==> config.mk <==
export PLATFORM = sky130hd
export DESIGN_NAME = missing_terms_by_gcd_of_steps
export DESIGN_NICKNAME = d
export VERILOG_FILES = /design/src/mtgcd_pkg.sv /design/src/missing_terms_by_gcd_of_steps.sv
export SDC_FILE = /design/constraint.sdc
export NUM_CORES = 1
export LEC_CHECK = 0
export BUFFER_PORTS_ARGS = -buffer_cell sky130_fd_sc_hd__buf_2
export CAP_MARGIN = 25
export CELL_PAD_IN_SITES_DETAIL_PLACEMENT = 1
export CELL_PAD_IN_SITES_GLOBAL_PLACEMENT = 1
export CORE_ASPECT_RATIO = 0.75
export CORE_MARGIN = 3
export CORE_UTILIZATION = 40
export CTS_BUF_LIST = sky130_fd_sc_hd__clkbuf_8 sky130_fd_sc_hd__clkbuf_16
export DETAILED_ROUTE_END_ITERATION = 10
export PLACE_DENSITY_LB_ADDON = 0.1
export REMOVE_ABC_BUFFERS = 1
export SLEW_MARGIN = 20
export SYNTH_ARGS = -nofsm -noshare
export SYNTH_HDL_FRONTEND = slang
export SYNTH_SLANG_ARGS = --single-unit
export TNS_END_PERCENT = 50
==> constraint.sdc <==
create_clock -name i_clk -period 15 [get_ports i_clk]
set_input_delay 0 -clock i_clk [delete_from_list [all_inputs] [get_ports i_clk]]
set_output_delay 0 -clock i_clk [all_outputs]
set_load 0.03 [all_outputs]
==> src/mtgcd_pkg.sv <==
// ----------------------------------------------------------------------------
// mtgcd_pkg
// Shared types and constants for the missing-terms-by-GCD block.
// ----------------------------------------------------------------------------
package mtgcd_pkg;

    localparam int VALUE_WIDTH_DEF = 32;
    localparam int FIELD_WIDTH     = 32;
    localparam logic [FIELD_WIDTH-1:0] COUNT_MAX = '1;

    typedef struct packed {
        logic [FIELD_WIDTH-1:0] value;
        logic                   last;
    } t_in;

    typedef struct packed {
        logic [FIELD_WIDTH-1:0] missing_count;
        logic                   order_error;
    } t_out;

endpackage

==> src/missing_terms_by_gcd_of_steps.sv <==
// ----------------------------------------------------------------------------
// missing_terms_by_gcd_of_steps
// Takes a strictly increasing sequence, one value per transfer with a flag on
// the last, and reports how many terms must be inserted to make it an
// arithmetic progression, plus an order error flag.
// ----------------------------------------------------------------------------
// Flow: the first value of a sequence is stored in the idle state. Each later
// value takes a difference step and, unless it is out of order, a binary GCD
// reduction on one shared subtractor/shifter. The last value of an ordered
// sequence also runs a restoring divide on the same subtractor; every last value
// then ends in a finish step that forms the result once the output register is
// free. Input ready is low while a value is being worked on; a finished result
// waits in the output register and the next value is taken meanwhile.
module missing_terms_by_gcd_of_steps #(
    parameter int VALUE_WIDTH = mtgcd_pkg::VALUE_WIDTH_DEF
) (
    input  logic             i_clk,
    input  logic             i_rst_n,
    input  logic             i_valid,
    output logic             o_ready,
    input  mtgcd_pkg::t_in   i_data,
    output logic             o_valid,
    input  logic             i_ready,
    output mtgcd_pkg::t_out  o_data
);
    import mtgcd_pkg::*;

    localparam int VW = VALUE_WIDTH;
    localparam int KW = $clog2(VW + 1);
    localparam int CW = ((VW > FIELD_WIDTH) ? VW : FIELD_WIDTH) + 1;

    typedef enum logic [5:0] {
        ST_IDLE   = 6'b000001,
        ST_DIFF   = 6'b000010,
        ST_GCD    = 6'b000100,
        ST_DSETUP = 6'b001000,
        ST_DIV    = 6'b010000,
        ST_FINISH = 6'b100000
    } t_state;

    t_state                 r_state, n_state;
    logic [VW-1:0]          r_first, n_first;
    logic [VW-1:0]          r_prev, n_prev;
    logic [VW-1:0]          r_gcd, n_gcd;
    logic [FIELD_WIDTH-1:0] r_count, n_count;
    logic                   r_err, n_err;
    logic [VW-1:0]          r_v, n_v;
    logic                   r_last, n_last;
    logic [VW-1:0]          r_a, n_a;
    logic [VW-1:0]          r_b, n_b;
    logic [VW-1:0]          r_q, n_q;
    logic [KW-1:0]          r_k, n_k;
    logic [KW-1:0]          r_bit, n_bit;
    logic                   r_out_valid, n_out_valid;
    t_out                   r_out, n_out;

    logic [63:0]            w_v64;
    logic [VW-1:0]          w_v;
    logic                   w_accept;
    logic [VW:0]            w_op_a, w_op_b;
    logic [VW+1:0]          w_sub;
    logic                   w_borrow;
    logic [FIELD_WIDTH-1:0] w_count_inc;
    logic [CW-1:0]          w_miss;
    logic [FIELD_WIDTH-1:0] w_miss_sat;

    assign w_v64    = 64'(i_data.value);
    assign w_v      = w_v64[VW-1:0];
    assign o_ready  = (r_state == ST_IDLE);
    assign w_accept = i_valid && o_ready;
    assign o_valid  = r_out_valid;
    assign o_data   = r_out;

    assign w_count_inc = (r_count == COUNT_MAX) ? r_count : r_count + 1'b1;

    // shared subtractor
    always_comb begin
        unique case (r_state)
            ST_DIFF: begin
                w_op_a = {1'b0, r_v};
                w_op_b = {1'b0, r_prev};
            end
            ST_DSETUP: begin
                w_op_a = {1'b0, r_prev};
                w_op_b = {1'b0, r_first};
            end
            ST_DIV: begin
                w_op_a = {r_a, r_q[VW-1]};
                w_op_b = {1'b0, r_b};
            end
            default: begin
                w_op_a = {1'b0, r_a};
                w_op_b = {1'b0, r_b};
            end
        endcase
    end

    assign w_sub    = {1'b0, w_op_a} - {1'b0, w_op_b};
    assign w_borrow = w_sub[VW+1];

    assign w_miss = CW'(r_q) - CW'(r_count - 1'b1);
    always_comb begin
        if (w_miss[CW-1] || r_err || (r_count <= 1)) begin
            w_miss_sat = '0;
        end else if (w_miss > CW'(COUNT_MAX)) begin
            w_miss_sat = COUNT_MAX;
        end else begin
            w_miss_sat = w_miss[FIELD_WIDTH-1:0];
        end
    end

    always_comb begin
        n_state     = r_state;
        n_first     = r_first;
        n_prev      = r_prev;
        n_gcd       = r_gcd;
        n_count     = r_count;
        n_err       = r_err;
        n_v         = r_v;
        n_last      = r_last;
        n_a         = r_a;
        n_b         = r_b;
        n_q         = r_q;
        n_k         = r_k;
        n_bit       = r_bit;
        n_out_valid = r_out_valid;
        n_out       = r_out;

        if (r_out_valid && i_ready) begin
            n_out_valid = 1'b0;
        end

        unique case (r_state)
            ST_IDLE: begin
                if (w_accept) begin
                    n_v    = w_v;
                    n_last = i_data.last;
                    if (r_count == '0) begin
                        n_first = w_v;
                        n_prev  = w_v;
                        n_gcd   = '0;
                        n_err   = 1'b0;
                        n_count = w_count_inc;
                        n_state = i_data.last ? ST_FINISH : ST_IDLE;
                    end else begin
                        n_state = ST_DIFF;
                    end
                end
            end
            ST_DIFF: begin
                n_prev  = r_v;
                n_count = w_count_inc;
                if (w_borrow || (w_sub[VW:0] == '0)) begin
                    n_err   = 1'b1;
                    n_state = r_last ? ST_FINISH : ST_IDLE;
                end else begin
                    n_a     = r_gcd;
                    n_b     = w_sub[VW-1:0];
                    n_k     = '0;
                    n_state = ST_GCD;
                end
            end
            ST_GCD: begin
                if ((r_a == '0) || (r_b == '0)) begin
                    n_gcd   = (r_a == '0) ? (r_b << r_k) : (r_a << r_k);
                    if (!r_last) begin
                        n_state = ST_IDLE;
                    end else begin
                        n_state = r_err ? ST_FINISH : ST_DSETUP;
                    end
                end else begin
                    case ({r_a[0], r_b[0]})
                        2'b00: begin
                            n_a = r_a >> 1;
                            n_b = r_b >> 1;
                            n_k = r_k + 1'b1;
                        end
                        2'b01: n_a = r_a >> 1;
                        2'b10: n_b = r_b >> 1;
                        default: begin
                            if (w_borrow) begin
                                n_a = r_b;
                                n_b = r_a;
                            end else begin
                                n_a = w_sub[VW-1:0] >> 1;
                            end
                        end
                    endcase
                end
            end
            ST_DSETUP: begin
                n_q     = w_sub[VW-1:0];
                n_a     = '0;
                n_b     = r_gcd;
                n_bit   = '0;
                n_state = ST_DIV;
            end
            ST_DIV: begin
                if (w_borrow) begin
                    n_a = w_op_a[VW-1:0];
                    n_q = {r_q[VW-2:0], 1'b0};
                end else begin
                    n_a = w_sub[VW-1:0];
                    n_q = {r_q[VW-2:0], 1'b1};
                end
                n_bit = r_bit + 1'b1;
                if (r_bit == KW'(VW - 1)) begin
                    n_state = ST_FINISH;
                end
            end
            ST_FINISH: begin
                if (!r_out_valid || i_ready) begin
                    n_out_valid           = 1'b1;
                    n_out.missing_count   = w_miss_sat;
                    n_out.order_error     = r_err;
                    n_first               = '0;
                    n_prev                = '0;
                    n_gcd                 = '0;
                    n_count               = '0;
                    n_err                 = 1'b0;
                    n_state               = ST_IDLE;
                end
            end
            default: n_state = ST_IDLE;
        endcase
    end

    always_ff @(posedge i_clk) begin
        if (!i_rst_n) begin
            r_state     <= ST_IDLE;
            r_first     <= '0;
            r_prev      <= '0;
            r_gcd       <= '0;
            r_count     <= '0;
            r_err       <= 1'b0;
            r_k         <= '0;
            r_bit       <= '0;
            r_out_valid <= 1'b0;
        end else begin
            r_state     <= n_state;
            r_first     <= n_first;
            r_prev      <= n_prev;
            r_gcd       <= n_gcd;
            r_count     <= n_count;
            r_err       <= n_err;
            r_k         <= n_k;
            r_bit       <= n_bit;
            r_out_valid <= n_out_valid;
        end
    end

    always_ff @(posedge i_clk) begin
        r_v    <= n_v;
        r_last <= n_last;
        r_a    <= n_a;
        r_b    <= n_b;
        r_q    <= n_q;
        r_out  <= n_out;
    end

endmodule

==> metrics.md <==
| Metric | Value |
|---|---|
| Status | completed |
| Final Setup Violations | 0 |
| Area grow syn2layout | 12.9% |
| Worst hold slack | ~0.04 ns |
| Sequential share of power | 27.0% |
| Filler cells | between 6000 and 7000 |
| Pleak | between 9 and 10 nW |
| Critical Path RT | 15.27 ns |
| Most common cell in the netlist | nor2_1 |
| Sequential Area | ~7800 um^2 |
| Vias/cell | approximately 6.4 |
| Clock Latency Late Sink | a little under 0.6 ns |
| Final instance area | 24600 um^2 |
| Power Dens Cells | roughly 180 nW/um^2 |
| Total Wirelength | 91300 um |
| Synth Instances | between 2000 and 3000 |
| Worst reg-to-reg path cell count | 23 |
| Worst setup SP type | register |
| Yosys warns | 0 |
| Largest cells by area after synthesis | edfxtp_1 22%, dfxtp_1 14%, ha_1 5.5% |
| Final hold violations | 0 |
| DR vias | between 20000 and 25000 |
| Max Buffers Root-to-Sink | 3 |
| MaxCap Viol Count | 0 |
| Initial Utilization | around 41% |
| Root Driver | clkbuf_16 |
| Initial DRC count | 2050 |
| GRT Total Usage | between 30% and 40% |
| CP Class | register to register |
| Post-CTS Setup Bufs | 0 |
| Arrival @ worst endpoint | ~8 ns |
| Die height | 208 um |
| DPL Wire Length | ~66000 um |
| Mapped cell area | 21800 um^2 |
| Avg Cell Area, Syn | 8.42 um^2 |
| Sink Count | 310 |
| Crit Path Max Fanout | between 50 and 60 |
| Die area | between 50000 and 60000 um^2 |
| Drt pass-1 iters | 6 |
| Hold buffer count at CTS | 34 |
| Placed cell areas | approximately 23000 um^2 |
| Cell taking the most area after synthesis | edfxtp_1 |
| Area of the core | approximately 53000 um^2 |
| Share of async-settable or async-resettable flops after synthesis | 0% |
| FF-to-FF Start | r_state[3] |
| Post-route setup TNS | 0 ns |
| Internal Power | between 0.002 and 0.0025 W |
| Post-synth top area share | between 20 and 25% |
| Clock transition at path regs | approximately 0.060 ns |
| Post-synth EDFFs | 162 |
| Comb power frac | about 50% |
| Die Width | 276 um |
| Max_slew headroom | around 29% |
| Sw Ratio | a little under half |
| DRC | 0 |
| Synth unique cells | 98 |
| Reg-to-reg slack, setup | about 7.4 ns |
| Critical register-to-register path endpoint | r_a[1] |
| # resized after CTS | 0 |
| Num CTS Buffers | 39 |
| Final worst-path cycle share | ~51% |
| Clk pwr share | a little under a quarter |
| Initial antenna violation count | 2 |
| Worst clock skew | between 0.03 and 0.04 ns |
| Final net count | around 2700 |
| Hold_sp | i_rst_n |
| Count of pins over their slew limit | 0 |
| Dominant synthesized flop cell | edfxtp_1 |
| PortBufs | between 70 and 80 |
| Post-DRT Antenna Nets | 0 |
| Worst hold stages | 3 |
| Sequential-to-total area share from yosys stat | a little over a third |
| Hold crit path type | primary input to register |
| Total Power | 0.00454 W |
| Synthesis-stage register bit count | 310 |
| Placer congestion estimate | between 0.9 and 1 |
| Row count | 73 |
| Top cells by count, synth | 267 x nor2_1, 257 x nand2_1, 211 x a21oi_1, 176 x o21ai_0, 162 x edfxtp_1 |
| Grt ovf | 0 |
| First-pass GRT wire length | about 140000 um |
| Switch Pwr | approximately 0.0021 W |
| H-tree depth | 2 |
| Multi-input gate area | 13000 um^2 |
| Fmax | between 100 and 150 MHz |
| Final min period | between 7 and 8 ns |
| Vias in the first global route | roughly 21000 |
| Worst Setup End Kind | register |
| Layout cells sized above 1 | approximately a tenth |
| Drt wl/cell | 27.3 um |
| Ports | 72 |
| RSZ-0062 raised after global routing | no |
| CTS tree | yes |
| Worst-margin pin slew | roughly 1.1 ns |
| Sink of the worst hold path | r_gcd[14] |
| Peak supply drop | roughly 200 uV |
| Largest net degree at the start of global routing | between 70 and 80 |
-- flip-flops by register name, summed over array words and instances, names as in the netlist --
name,cells
r_k,6
r_prev,32
r_a,32
r_err,1
r_last,1
r_v,32
o_valid,1
r_state,6
r_first,32
r_gcd,32
r_count,32
r_b,32
r_bit,6
r_q,32
o_data,33
-- layer usage --
layer	GRT usage, %	vias to the layer above	wire, um
li1	-	9674	-
met1	44.9	10900	42000
met2	48.1	731	40700
met3	4.64	135	6240
met4	8.68	2	2350
met5	0	-	8
-- area by class of cell --
class,instances,area share [%]
diodes,1,0.0102
clock buffers,49,4.80
clock inverters,23,0.976
inverters,91,1.39
multi-input cells,2002,52.8
flip-flops and latches,310,31.8
well taps,712,3.62
repair buffers,158,4.57
-- worst max-delay path by stage --
stage,startpoint,to,slack [ns]
after floorplan,r_state[3],r_b[0],2.98
after global placement,r_state[3],r_a[28],7.75
after detailed placement,r_state[3],r_a[26],7.62
after CTS,r_state[3],r_a[1],7.61
after global routing,r_state[3],r_a[0],6.89
final,r_state[3],r_a[1],7.41
-- per-stage QoR --
stage	utilization [%]	cells	setup WS [ns]
floorplan	-	2403	2.98
global placement	42.6	3235	7.75
detailed placement	42.6	3235	7.62
CTS	45.9	3341	7.61
global route	46.1	3345	6.89
finish	46.1	3346	7.41
-- power by group through the flow --
stage	sequential [W]	clock (W)	combinational, W
6_report	0.00123	0.00105	0.00226
5_1_grt	0.00124	0.00111	0.00244
4_1_cts	0.00122	0.00107	0.00221
3_5_place_dp	0.00124	0	0.00219
3_3_place_gp	0.00124	0	0.00215
2_1_floorplan	0.00121	0	0.00141
-- cell families (layout without fill, tap and decap cells) --
| family | count (synthesis) | count (layout) | share of synthesized area, % |
|---|---|---|---|
| other | 0 | 1 | 0 |
| AO/OA/AOI/OAI | 785 | 785 | 24.5 |
| flip-flops | 310 | 310 | 35.9 |
| AND/OR/NAND/NOR | 912 | 912 | 19.8 |
| adder cells (fa/ha/maj) | 101 | 101 | 5.83 |
| multiplexers | 113 | 113 | 5.32 |
| XOR/XNOR | 91 | 91 | 3.73 |
| buffers and inverters | 276 | 321 | 4.95 |
-- critical path, stage by stage (launching register included) --
cell and delay [ns]:
dfxtp_2 0.59, buf_4 0.65, or3b_2 0.49, nor2_4 0.04, buf_4 0.33, a222oi_1 0.38, nand2_1 0.19, fa_1 0.50
a21o_1 0.20, a21o_1 0.20, nand2_1 0.08, and3b_1 0.20, nor3_1 0.29, a21oi_1 0.32, a32o_1 0.38, or3_1 0.35
a2111oi_0 0.51, nand3_1 0.13, nor4_1 0.26, a31oi_1 0.12, buf_4 0.20, and2_1 0.26, o22a_1 0.23, buf_4 0.29
-- cell usage in the layout (no fill, tap or decap), types with 17 or more instances in the layout --
cell / instances
o211a_1: 29
inv_1: 95
nand3_1: 105
o21a_1: 17
a311oi_1: 21
a211oi_1: 17
nor2_1: 262
o211ai_1: 22
mux2i_1: 94
a31oi_1: 25
dfxtp_1: 146
o21ai_0: 175
buf_2: 71
and3_1: 35
nor2b_1: 37
xor2_1: 26
nor3_1: 51
xnor2_1: 63
nand2_1: 255
ha_1: 96
mux2_2: 18
o22ai_1: 27
a222oi_1: 24
o221ai_1: 21
nand4_1: 23
nor4_1: 31
a21o_1: 27
edfxtp_1: 162
a21oi_1: 210
clkbuf_16: 45
a22oi_1: 27
buf_4: 50
dlygate4sd3_1: 34
nand2b_1: 31
(Power assumes the default switching activity.)
